<file path="config.mk">
export PLATFORM = sky130hd
export DESIGN_NAME = undervoltage_level_detector_flat
export DESIGN_NICKNAME = d
export VERILOG_FILES = /design/src/hw/rtl/uvld_pkg.sv /design/src/hw/rtl/uvld_if.sv /design/src/hw/rtl/uvld_step.sv /design/src/hw/rtl/undervoltage_level_detector.sv /design/src/flat_wrapper.sv
export SDC_FILE = /design/constraint.sdc
export NUM_CORES = 1
export LEC_CHECK = 0
export ABC_AREA = 1
export BUFFER_PORTS_ARGS = -buffer_cell sky130_fd_sc_hd__clkbuf_2
export CAP_MARGIN = 10
export CORE_UTILIZATION = 51
export CTS_CLUSTER_DIAMETER = 60
export CTS_CLUSTER_SIZE = 24
export DETAILED_ROUTE_END_ITERATION = 6
export GPL_TIMING_DRIVEN = 0
export PLACE_DENSITY = 0.65
export REMOVE_ABC_BUFFERS = 1
export SLEW_MARGIN = 20
export SYNTH_ARGS = -nofsm -noshare
export SYNTH_HDL_FRONTEND = slang
export SYNTH_SLANG_ARGS = --single-unit
</file>
<file path="constraint.sdc">
create_clock -name clk -period 4.6 [get_ports clk]
set_input_delay 0.69 -clock clk [delete_from_list [all_inputs] [get_ports clk]]
set_output_delay 0.69 -clock clk [all_outputs]
set_load 0.03 [all_outputs]
</file>
<file path="src/hw/rtl/uvld_pkg.sv">
// Shared types, register indexes and helpers for the undervoltage level detector.
// No dependencies; every other file of the block depends on this package.
package uvld_pkg;

	// Detector level, as reported on the result channel
	typedef enum logic [1:0] {
		LVL_NORMAL   = 2'd0,
		LVL_FIRST    = 2'd1,
		LVL_SECOND   = 2'd2,
		LVL_RETURNED = 2'd3
	} level_t;

	// Configuration register indexes
	localparam int unsigned CfgIdxW = 3;
	localparam logic [CfgIdxW-1:0] REG_ENABLE     = 3'd0;
	localparam logic [CfgIdxW-1:0] REG_THR_RETURN = 3'd1;
	localparam logic [CfgIdxW-1:0] REG_THR_FIRST  = 3'd2;
	localparam logic [CfgIdxW-1:0] REG_THR_SECOND = 3'd3;
	localparam logic [CfgIdxW-1:0] REG_DET_COUNT  = 3'd4;

	localparam int unsigned CfgDataW = 8;
	localparam int unsigned MvW      = 16;
	localparam int unsigned CntW     = 8;
	localparam int unsigned LimW     = 15;  // 255 * 100 fits in 15 bits

	// Register reset values
	localparam logic [7:0] THR_RETURN_RST = 8'd75;
	localparam logic [7:0] THR_FIRST_RST  = 8'd70;
	localparam logic [7:0] THR_SECOND_RST = 8'd65;
	localparam logic [7:0] DET_COUNT_RST  = 8'd3;

	// Configuration seen by the step logic
	typedef struct packed {
		logic            enable;
		logic [7:0]      thr_return;
		logic [7:0]      thr_first;
		logic [7:0]      thr_second;
		logic [CntW-1:0] persist_lim;
	} det_cfg_t;

	// Detector state carried from beat to beat
	typedef struct packed {
		level_t          level;
		logic [CntW-1:0] cnt_second;
		logic [CntW-1:0] cnt_first;
		logic [CntW-1:0] cnt_recovery;
	} det_state_t;

	// Per-beat result
	typedef struct packed {
		level_t level;
		logic   anomaly;
	} det_result_t;

	// Threshold in tenths of a volt to millivolts: t*100 = t*64 + t*32 + t*4
	function automatic logic [LimW-1:0] mv_limit(input logic [7:0] tenths);
		logic [LimW-1:0] w;
		w = {{(LimW-8){1'b0}}, tenths};
		return (w << 6) + (w << 5) + (w << 2);
	endfunction

endpackage

</file>
<file path="src/hw/rtl/uvld_if.sv">
// Valid/ready channel interfaces for voltage samples and level results.
// Depends on uvld_pkg for the sample width and the level type.
interface uvld_in_if;
	logic                       valid;
	logic                       ready;
	logic [uvld_pkg::MvW-1:0]   battery_millivolts;

	modport source (output valid, output battery_millivolts, input ready);
	modport sink   (input valid, input battery_millivolts, output ready);
endinterface

interface uvld_out_if;
	logic             valid;
	logic             ready;
	uvld_pkg::level_t current_level;
	logic             anomaly_event;

	modport source (output valid, output current_level, output anomaly_event, input ready);
	modport sink   (input valid, input current_level, input anomaly_event, output ready);
endinterface

</file>
<file path="src/hw/rtl/uvld_step.sv">
// Next-state logic of the detector: threshold compares, counters and level moves.
// Purely combinational; depends on uvld_pkg.
module uvld_step (
	input  logic [uvld_pkg::MvW-1:0] mv,
	input  uvld_pkg::det_cfg_t       cfg,
	input  uvld_pkg::det_state_t     cur,
	output uvld_pkg::det_state_t     nxt,
	output uvld_pkg::det_result_t    res
);
	import uvld_pkg::*;

	logic [MvW-1:0] lim_ret, lim_one, lim_two;
	logic           low_level;
	logic           mv_below_two, mv_below_one, mv_above_ret;

	// Thresholds scaled to millivolts
	assign lim_ret = {1'b0, mv_limit(cfg.thr_return)};
	assign lim_one = {1'b0, mv_limit(cfg.thr_first)};
	assign lim_two = {1'b0, mv_limit(cfg.thr_second)};

	assign low_level    = (cur.level == LVL_FIRST) || (cur.level == LVL_SECOND);
	assign mv_below_two = mv < lim_two;
	assign mv_below_one = mv < lim_one;
	assign mv_above_ret = mv > lim_ret;

	// Saturating bump
	function automatic logic [CntW-1:0] bump(input logic [CntW-1:0] c);
		return (&c) ? c : c + 1'b1;
	endfunction

	// Level moves in priority order; a move fires when its counter already
	// exceeds the detect count
	always_comb begin
		nxt = cur;
		if (cfg.enable) begin
			if (mv_below_two && (cur.level == LVL_FIRST)) begin
				nxt.cnt_second = bump(cur.cnt_second);
				if (cur.cnt_second > cfg.persist_lim) nxt.level = LVL_SECOND;
			end else if (mv_below_one && !low_level) begin
				nxt.cnt_first = bump(cur.cnt_first);
				if (cur.cnt_first > cfg.persist_lim) nxt.level = LVL_FIRST;
			end else if (mv_above_ret && low_level) begin
				nxt.cnt_recovery = bump(cur.cnt_recovery);
				if (cur.cnt_recovery > cfg.persist_lim) nxt.level = LVL_RETURNED;
			end else begin
				nxt.cnt_second   = '0;
				nxt.cnt_first    = '0;
				nxt.cnt_recovery = '0;
			end
		end
	end

	assign res.level   = nxt.level;
	assign res.anomaly = nxt.level != cur.level;

endmodule

</file>
<file path="src/hw/rtl/undervoltage_level_detector.sv">
// Battery undervoltage level detector, top level: config registers, sample
// stage, detector state and result register. Depends on uvld_pkg, uvld_if, uvld_step.
//
// Takes one millivolt sample per beat on bat_in and returns one beat on lvl_out
// with the level after that sample and a flag when the level changed. One
// sample can be accepted every cycle while lvl_out is not stalled; an input beat
// passes the sample register, then the result register, with the
// single compare-and-update pass running between them. The result register
// decouples the sides, so a new sample is taken while a result waits. Thresholds
// are in tenths of a volt, compared as threshold*100 mV; software keeps
// return >= first >= second > 0. Writing the enable register also returns the
// level to normal; write configuration only while no beat is in flight.
module undervoltage_level_detector (
	input  logic                           clk,
	input  logic                           arst_n,
	input  logic                           cfg_we,
	input  logic [uvld_pkg::CfgIdxW-1:0]   cfg_index,
	input  logic [uvld_pkg::CfgDataW-1:0]  cfg_wdata,
	uvld_in_if.sink                        bat_in,
	uvld_out_if.source                     lvl_out
);
	import uvld_pkg::*;

	det_cfg_t    cfg_q;
	det_state_t  state_q, state_nxt;
	det_result_t step_res;

	logic           valid_s1;
	logic [MvW-1:0] mv_s1;
	logic           adv_s1;

	logic   out_valid_q;
	level_t out_level_q;
	logic   out_anom_q;

	// Configuration registers
	always_ff @(posedge clk or negedge arst_n) begin
		if (!arst_n) begin
			cfg_q.enable      <= 1'b0;
			cfg_q.thr_return  <= THR_RETURN_RST;
			cfg_q.thr_first   <= THR_FIRST_RST;
			cfg_q.thr_second  <= THR_SECOND_RST;
			cfg_q.persist_lim <= DET_COUNT_RST;
		end else if (cfg_we) begin
			case (cfg_index)
				REG_ENABLE:     cfg_q.enable      <= cfg_wdata[0];
				REG_THR_RETURN: cfg_q.thr_return  <= cfg_wdata;
				REG_THR_FIRST:  cfg_q.thr_first   <= cfg_wdata;
				REG_THR_SECOND: cfg_q.thr_second  <= cfg_wdata;
				REG_DET_COUNT:  cfg_q.persist_lim <= cfg_wdata;
				default: ;
			endcase
		end
	end

	// Sample stage moves on when the result register is free or drains
	assign adv_s1       = valid_s1 && (!out_valid_q || lvl_out.ready);
	assign bat_in.ready = !valid_s1 || adv_s1;

	always_ff @(posedge clk or negedge arst_n) begin
		if (!arst_n) begin
			valid_s1 <= 1'b0;
		end else if (bat_in.ready) begin
			valid_s1 <= bat_in.valid;
		end
	end

	always_ff @(posedge clk) begin
		if (bat_in.valid && bat_in.ready) mv_s1 <= bat_in.battery_millivolts;
	end

	uvld_step u_step (
		.mv  (mv_s1),
		.cfg (cfg_q),
		.cur (state_q),
		.nxt (state_nxt),
		.res (step_res)
	);

	// Detector state; an enable write forces the level back to normal
	always_ff @(posedge clk or negedge arst_n) begin
		if (!arst_n) begin
			state_q <= '{level: LVL_NORMAL, cnt_second: '0, cnt_first: '0,
				cnt_recovery: '0};
		end else if (cfg_we && (cfg_index == REG_ENABLE)) begin
			state_q.level <= LVL_NORMAL;
		end else if (adv_s1) begin
			state_q <= state_nxt;
		end
	end

	// Result register
	always_ff @(posedge clk or negedge arst_n) begin
		if (!arst_n) begin
			out_valid_q <= 1'b0;
		end else if (!out_valid_q || lvl_out.ready) begin
			out_valid_q <= valid_s1;
		end
	end

	always_ff @(posedge clk) begin
		if (adv_s1) begin
			out_level_q <= step_res.level;
			out_anom_q  <= step_res.anomaly;
		end
	end

	assign lvl_out.valid         = out_valid_q;
	assign lvl_out.current_level = out_level_q;
	assign lvl_out.anomaly_event = out_anom_q;

	// A disabled detector never reports a level change
	a_no_anom_disabled: assert property (@(posedge clk) disable iff (!arst_n)
		(valid_s1 && step_res.anomaly) |-> cfg_q.enable)
		else $error("level change computed while detector disabled");

	// The level moves only on a sample beat or an enable write
	a_level_cause: assert property (@(posedge clk) disable iff (!arst_n)
		(state_q.level != $past(state_q.level)) |->
		$past(adv_s1 || (cfg_we && (cfg_index == REG_ENABLE))))
		else $error("level changed without a sample beat or enable write");

	// A reported change is really taken into the state
	a_anom_commits: assert property (@(posedge clk) disable iff (!arst_n)
		(adv_s1 && step_res.anomaly && !cfg_we) |=>
		(state_q.level != $past(state_q.level)))
		else $error("reported level change not committed");

endmodule
</file>
<file path="src/flat_wrapper.sv">
// flat-port wrapper written by rule: the top's interface ports become plain ports
module undervoltage_level_detector_flat import uvld_pkg::*;
  (clk, arst_n, cfg_we, cfg_index, cfg_wdata, bat_in_valid, bat_in_battery_millivolts, bat_in_ready, lvl_out_valid, lvl_out_current_level, lvl_out_anomaly_event, lvl_out_ready);
  uvld_in_if bat_in_i ();
  uvld_out_if lvl_out_i ();
  input  logic clk;
  input  logic arst_n;
  input  logic cfg_we;
  input  logic [uvld_pkg::CfgIdxW-1:0] cfg_index;
  input  logic [uvld_pkg::CfgDataW-1:0] cfg_wdata;
  input wire logic [$bits(bat_in_i.valid)-1:0] bat_in_valid;
  input wire logic [$bits(bat_in_i.battery_millivolts)-1:0] bat_in_battery_millivolts;
  output wire logic [$bits(bat_in_i.ready)-1:0] bat_in_ready;
  output wire logic [$bits(lvl_out_i.valid)-1:0] lvl_out_valid;
  output wire logic [$bits(lvl_out_i.current_level)-1:0] lvl_out_current_level;
  output wire logic [$bits(lvl_out_i.anomaly_event)-1:0] lvl_out_anomaly_event;
  input wire logic [$bits(lvl_out_i.ready)-1:0] lvl_out_ready;
  assign bat_in_i.valid = bat_in_valid;
  assign bat_in_i.battery_millivolts = bat_in_battery_millivolts;
  assign bat_in_ready = bat_in_i.ready;
  assign lvl_out_valid = lvl_out_i.valid;
  assign lvl_out_current_level = lvl_out_i.current_level;
  assign lvl_out_anomaly_event = lvl_out_i.anomaly_event;
  assign lvl_out_i.ready = lvl_out_ready;
  undervoltage_level_detector u_core (.clk(clk), .arst_n(arst_n), .cfg_we(cfg_we), .cfg_index(cfg_index), .cfg_wdata(cfg_wdata), .bat_in(bat_in_i), .lvl_out(lvl_out_i));
endmodule
</file>
==> After elaboration in Yosys (flattened, before gate mapping) <==
Cells that the tools add are included.
{ "word_totals": {"ff_bits": 80, "latch_bits": 0, "mem_bits_rw": 0, "mem_bits_ro": 0, "in_bits": 32, "out_inout_bits": 5, "memories": 0} }
{ "classes": {"addsub": 9, "mul": 0, "div": 0, "magnitude_cmp": 6, "eq_ne": 13, "shifts": 0, "muxes": 18, "bitwise": 3, "n_reduce_logical": 25} }
{ "op_table": {"columns": ["cell", "n"], "rows": [
  ["$mux 8", 7],
  ["$mux 26", 2],
  ["$add 14x13->15", 3],
  ["$add 15x10->15", 3],
  ["$lt 16x15->1", 2],
  ["$mux 16", 2],
  ["$add 8x1->8 const B", 3],
  ["$gt 8x8->1", 3],
  ["$reduce_and 8->1", 3],
  ["$reduce_and 6->1", 3],
  ["$gt 16x15->1", 1],
  ["$mux 2", 6],
  ["$ne 2x2->1 const B", 6],
  ["$mux 10", 1],
  ["$reduce_and 2->1", 5],
  ["$eq 3x2->1 const B", 2],
  ["$logic_and 1x1->1", 6],
  ["$eq 3x1->1 const B", 1],
  ["$eq 3x3->1 const B", 1],
  ["$logic_not 1->1", 3],
  ["$logic_not 3->1", 1],
  ["$logic_or 1x1->1", 3],
  ["$not 1->1", 3],
  ["$eq 2x1->1 const B", 1],
  ["3 further kinds", 3]
]} }

==> Longest topological paths before layout <==
{ "logic_depth": {"depth_word": 10, "mapped_depth": 26, "mapped_depth_nobuf": 26} }

==> Hierarchy <==
A second synthesis with hierarchy kept.
{ "unflattened": {"cells_unflattened": 899, "hier_area_um2": 7000.5} }
{ "by_module_without_submodules": {"columns": ["module", "instances", "cells_each", "area_per_inst_um2", "seq_area_each_um2"], "rows": [
  ["uvld_step", 1, 616, 3948.8, 0.0],
  ["undervoltage_level_detector", 1, 283, 3051.7, 2110.8]
]} }

==> Worst setup path after synthesis <==
OpenSTA, ideal clock, no wires.
{ "synth_path": {"path_kind": "register -> register", "from": "register u_core.cfg_q[24] (netlist name)", "to": "register u_core.out_anom_q, in the netlist u_core.lvl_out.anomaly_event, data pin", "setup_ns": 0.260, "arrival_time_ns": 3.542, "required_time_ns": 4.340, "path_slack_ns": 0.798, "stages_incl_launch_ff": 24, "n_path_buf": 0, "synth_period_minus_slack_ns": 3.802, "path_cell_list": "dfstp_2 -> inv_1 -> fa_1 -> inv_1 -> ha_1 -> fa_1 -> a21oi_1 -> o21ai_0 -> a21oi_1 -> o21ai_0 -> nand2_1 -> nand2_1 -> a21oi_1 -> ha_1 -> nand4_1 -> nor2_1 -> nand2_1 -> nand2_1 -> a21oi_4 -> nand2_1 -> nand2_1 -> nand2_1 -> nand3_1 -> nand3_1"} }
{ "synth_rtl": {"columns": ["item", "line_no", "text"], "rows": [
  ["from (decl)", "undervoltage_level_detector.sv:24", "det_cfg_t cfg_q;"],
  ["to (signal assigned)", "undervoltage_level_detector.sv:104", "out_anom_q <= step_res.anomaly;"],
  ["to (decl)", "undervoltage_level_detector.sv:34", "logic out_anom_q;"]
]} }

==> Worst setup path in the final report <==
{ "layout_path": {"from": "register u_core.cfg_q[24] (netlist name)", "to": "register u_core.state_q[6] (netlist name)"} }
{ "layout_via": {"elab_chain_cells": 6} }
{ "layout_lines": {"columns": ["item", "line_no", "text"], "rows": [
  ["$add 14x13->15", "uvld_pkg.sv:59", "return (w << 6) + (w << 5) + (w << 2);"],
  ["$add 15x10->15 *", "uvld_pkg.sv:59", null],
  ["$gt 16x15->1 *", "uvld_step.sv:24", "assign mv_above_ret = mv > lim_ret;"],
  ["$logic_and 1x1->1 *", "uvld_step.sv:42", "end else if (mv_above_ret && low_level) begin"],
  ["$ne 2x2->1 (no line)", null, null],
  ["$reduce_and 6->1 (no line)", null, null],
  ["to (signal assigned)", "undervoltage_level_detector.sv:83", "state_q <= '{level: LVL_NORMAL, cnt_second: '0, cnt_first: '0,"],
  ["to (signal assigned)", "undervoltage_level_detector.sv:88", "state_q <= state_nxt;"],
  ["to (decl)", "undervoltage_level_detector.sv:25", "det_state_t state_q, state_nxt;"]
]} }
Mark *: on every way between the ends. The rest lies on a longest branch, timed or not.
A chain may end at the register's enable or synchronous reset.

==> summary.json <==
{
  "critPathMaxStageDelay_ps": 550,
  "cts_hold_repair.buffers": 0,
  "fin_nets": 977,
  "grt_antenna_before_repair": 0,
  "p_int_uw": 1955,
  "clkLatencyLatePin_ps": 350,
  "grt_first_pass_wirelength_um": 23720,
  "grt-ovfl-total": 0,
  "initial_standard_cell_utilization_of_the_core": 0.5277,
  "rsz0062_at_grt": "false",
  "status": "complete, no violations",
  "clock_sink_count": 80,
  "cp_data_arrival_time_ps": 4490,
  "min_period_ps": 4249,
  "wirelength_um": 14170,
  "layout_stage_area_growth_over_the_synthesis_result_pct": 12.22,
  "synth-seq-cells": 80,
  "cp-start-kind": "flop",
  "timing.critical_path.cells": "inv_1 > fa_1 > inv_1 > ha_1 > fa_1 > a21oi_1 > o21ai_1 > a21oi_1 > o21ai_0 > nand2_1 > nand2_1 > a21oi_1 > ha_1 > nand4_1 > nor2_1 > nand2_1 > a21oi_4 > nand4_1 > nand3_4 > inv_1 > nand2_1 > nand2_1",
  "worst_path_most_repeated_cell": "sky130_fd_sc_hd__nand2_1",
  "worst_path_dominant_cell_family": "adder cells",
  "wl_per_cell_um": 14.18,
  "place.gp.congestion": 0.8923,
  "numPortBuffers": 36,
  "post-synth-top-area-fraction": 0.2036,
  "detail_route.first_pass.iterations": 5,
  "vdd.ir_drop.worst_uv": 254.0,
  "asyncSetResetFlopFracSynth": 0.7625,
  "synth-edff-count": 19,
  "synth_warnings": 0,
  "power_per_cell_area_nw_per_um2": 474.0,
  "die_y_um": 113.9,
  "worstSetupPathType": "flop to flop",
  "design.core.area_um2": 12110,
  "dieWidth_um": 113.9,
  "cts-root-to-sink-buffers": 2,
  "i_o_pin_count": 37,
  "syn_area_um2": 6391,
  "total_negative_setup_slacks_ps": 0,
  "drv_slew": 0,
  "actual_transition_at_the_worst_max_transition_pin_ps": 714.5,
  "clkSlewWorstSetupHoldPaths_ps": 60,
  "critical_path_required_ps": 4840,
  "seqPwrFrac": 0.286,
  "critPathSlowestCell": "sky130_fd_sc_hd__dfstp_2",
  "cts-htree-levels": 3,
  "crit_fanout": 12,
  "finalClockSkew_ps": 8.679,
  "finalSetupViolCount": 0,
  "dominantRegCellSynth": "sky130_fd_sc_hd__dfrtp_1",
  "grtUsageTotal": 0.2363,
  "postSynthAreaPerCell_um2": 8.268,
  "synthTopCellsByCount": "220 x sky130_fd_sc_hd__nand2_1, 104 x sky130_fd_sc_hd__ha_1, 104 x sky130_fd_sc_hd__inv_1, 50 x sky130_fd_sc_hd__dfrtp_1, 48 x sky130_fd_sc_hd__nor2_1",
  "final_min_period_over_clock_period": 0.9237,
  "tritoncts": "yes",
  "post_synth_num_cell_types": 34,
  "timing.fmax_ghz": 0.2353,
  "number_of_global_route_vias_before_repair": 4928,
  "max_cap_viol_count": 0,
  "synth_sequential_area_ratio": 0.3303,
  "power.share.combinational": 0.515,
  "clkPwrFrac": 0.199,
  "largest_net_degree_at_the_start_of_global_routing": 41,
  "layout.core_utilization": 0.5921,
  "cts_inserted_buffers": 9,
  "synth_top_area_cell": "sky130_fd_sc_hd__ha_1",
  "root_buffer": "sky130_fd_sc_hd__clkbuf_16",
  "worstPathBufferInverterCount": 3,
  "timing.max_slew.rel_slack": 0.5231,
  "synth_most_common_cell": "sky130_fd_sc_hd__nand2_1",
  "postSynthCellCount": 773,
  "antenna_diodes": 0,
  "swShare": 0.4248,
  "dpl.hpwl_um": 11270,
  "drt.antenna.violating_nets": 0,
  "drc": 0,
  "timing.hold.worst.class": "input port to async pin",
  "netlist_top_cells_area": "sky130_fd_sc_hd__ha_1 20%, sky130_fd_sc_hd__dfrtp_1 20%, sky130_fd_sc_hd__nand2_1 13%",
  "drt_iter0_markers": 266,
  "rows": 40,
  "dr_total_vias": 5107,
  "vias_per_cell": 5.112,
  "crit_path_end_kind": "flop",
  "drive_gt1_frac": 0.1107,
  "finalHoldViolCount": 0,
  "p_sw_uw": 1444,
  "p_leak_uw": 0.003749,
  "fp.dieArea_um2": 12980
}
==> per-stage QoR <==
step | hold WS [ps] | setup WS [ps] | power, uW | instances | instance area [um2]
6_report | 272.9 | 351.0 | 3400 | 999 | 7172
5_1_grt | 296.7 | 0.8997 | 3742 | 999 | 7172
4_1_cts | 279.8 | 154.5 | 3339 | 988 | 7048
3_5_place_dp | 473.9 | 176.8 | 2637 | 972 | 6773
3_3_place_gp | 469.3 | 217.6 | 2551 | 971 | 6750
2_1_floorplan | 394.4 | 768.3 | 2217 | 767 | 6360
==> sequential cells by signal (all words and copies together), names as in the netlist <==
signal,count
u_core.state_q,26
u_core.lvl_out.current_level,2
u_core.cfg_q,33
u_core.mv_s1,16
u_core.valid_s1,1
u_core.lvl_out.anomaly_event,1
u_core.lvl_out.valid,1
==> power groups by stage <==
stage	Clock, uW	Combinational, uW	Sequential [uW]
2_1_floorplan	0	1250	966
3_3_place_gp	0	1570	979
3_5_place_dp	0	1650	985
4_1_cts	697	1670	973
5_1_grt	721	2030	988
6_report	676	1750	972
==> path summary, 6_finish.rpt <==
kind	from	to	slack, ps	cells past startpoint
min in group clk	u_core.cfg_q[6]	u_core.cfg_q[6]	490	2
max	u_core.cfg_q[24]	u_core.state_q[6]	350	22
min	arst_n	u_core.cfg_q[6]	270	1
max in group asynchronous	arst_n	u_core.cfg_q[22]	3740	2
min reg2reg	u_core.cfg_q[6]	u_core.cfg_q[6]	490	2
max reg2reg	u_core.cfg_q[24]	u_core.state_q[6]	350	22
==> area by class of cell <==
class / instances / area, um2
Clock buffer: 11 / 242.7
Timing Repair Buffer: 48 / 285.3
Tap cell: 168 / 210.2
Multi-Input combinational cell: 581 / 3892
Sequential cell: 80 / 2111
Fill cell: 1114 / 4940
Inverter: 106 / 397.9
Clock inverter: 5 / 32.53
==> cell families (layout without fill, tap and decap cells) <==
| family | count (synthesis) | after routing | share of synthesized area |
|---|---|---|---|
| adder cells (fa/ha/maj) | 119 | 119 | 0.2506 |
| AO/OA/AOI/OAI | 98 | 98 | 0.08790 |
| buffers and inverters | 112 | 170 | 0.06715 |
| AND/OR/NAND/NOR | 334 | 334 | 0.2230 |
| XOR/XNOR | 30 | 30 | 0.04111 |
| flip-flops | 80 | 80 | 0.3303 |
==> placed cells by master, fill, tap and decap left out, types with 3 or more instances in the layout <==
cell | Yosys | layout
sky130_fd_sc_hd__ha_1 | 104 | 104
sky130_fd_sc_hd__xor2_1 | 17 | 17
sky130_fd_sc_hd__nand3_4 | 0 | 3
sky130_fd_sc_hd__inv_1 | 104 | 104
sky130_fd_sc_hd__nand3_1 | 27 | 27
sky130_fd_sc_hd__dfstp_2 | 11 | 11
sky130_fd_sc_hd__nand3b_1 | 6 | 6
sky130_fd_sc_hd__clkinv_2 | 0 | 3
sky130_fd_sc_hd__edfxtp_1 | 19 | 19
sky130_fd_sc_hd__xnor2_1 | 13 | 13
sky130_fd_sc_hd__clkbuf_2 | 0 | 35
sky130_fd_sc_hd__nand2_1 | 220 | 220
sky130_fd_sc_hd__dfrtp_1 | 50 | 50
sky130_fd_sc_hd__o21ai_1 | 2 | 3
sky130_fd_sc_hd__clkbuf_16 | 0 | 9
sky130_fd_sc_hd__o21ai_0 | 46 | 45
sky130_fd_sc_hd__fa_1 | 15 | 15
sky130_fd_sc_hd__nand4_1 | 19 | 19
sky130_fd_sc_hd__buf_4 | 0 | 11
sky130_fd_sc_hd__nor3_1 | 6 | 5
sky130_fd_sc_hd__a21oi_1 | 34 | 34
sky130_fd_sc_hd__nor2_1 | 48 | 48
sky130_fd_sc_hd__a21o_1 | 6 | 6
==> metal layers <==
| layer | vias up | part of all wire | GRT usage |
|---|---|---|---|
| met5 | - | 0 | 0 |
| met4 | 0 | 0.010 | 0.06147 |
| met3 | 12 | 0.040 | 0.05473 |
| met2 | 72 | 0.47 | 0.3883 |
| met1 | 2393 | 0.48 | 0.3140 |
| li1 | 2630 | - | - |
==> what timing repair did <==
action / 4_1_cts / 5_1_grt
setup buffers: 0 / 11
endpoints found under the hold margin: 0 / 0
resized for setup: 0 / 7
setup endpoints to repair: 0 / 28
No activity file was read; power rests on OpenSTA's default activity.
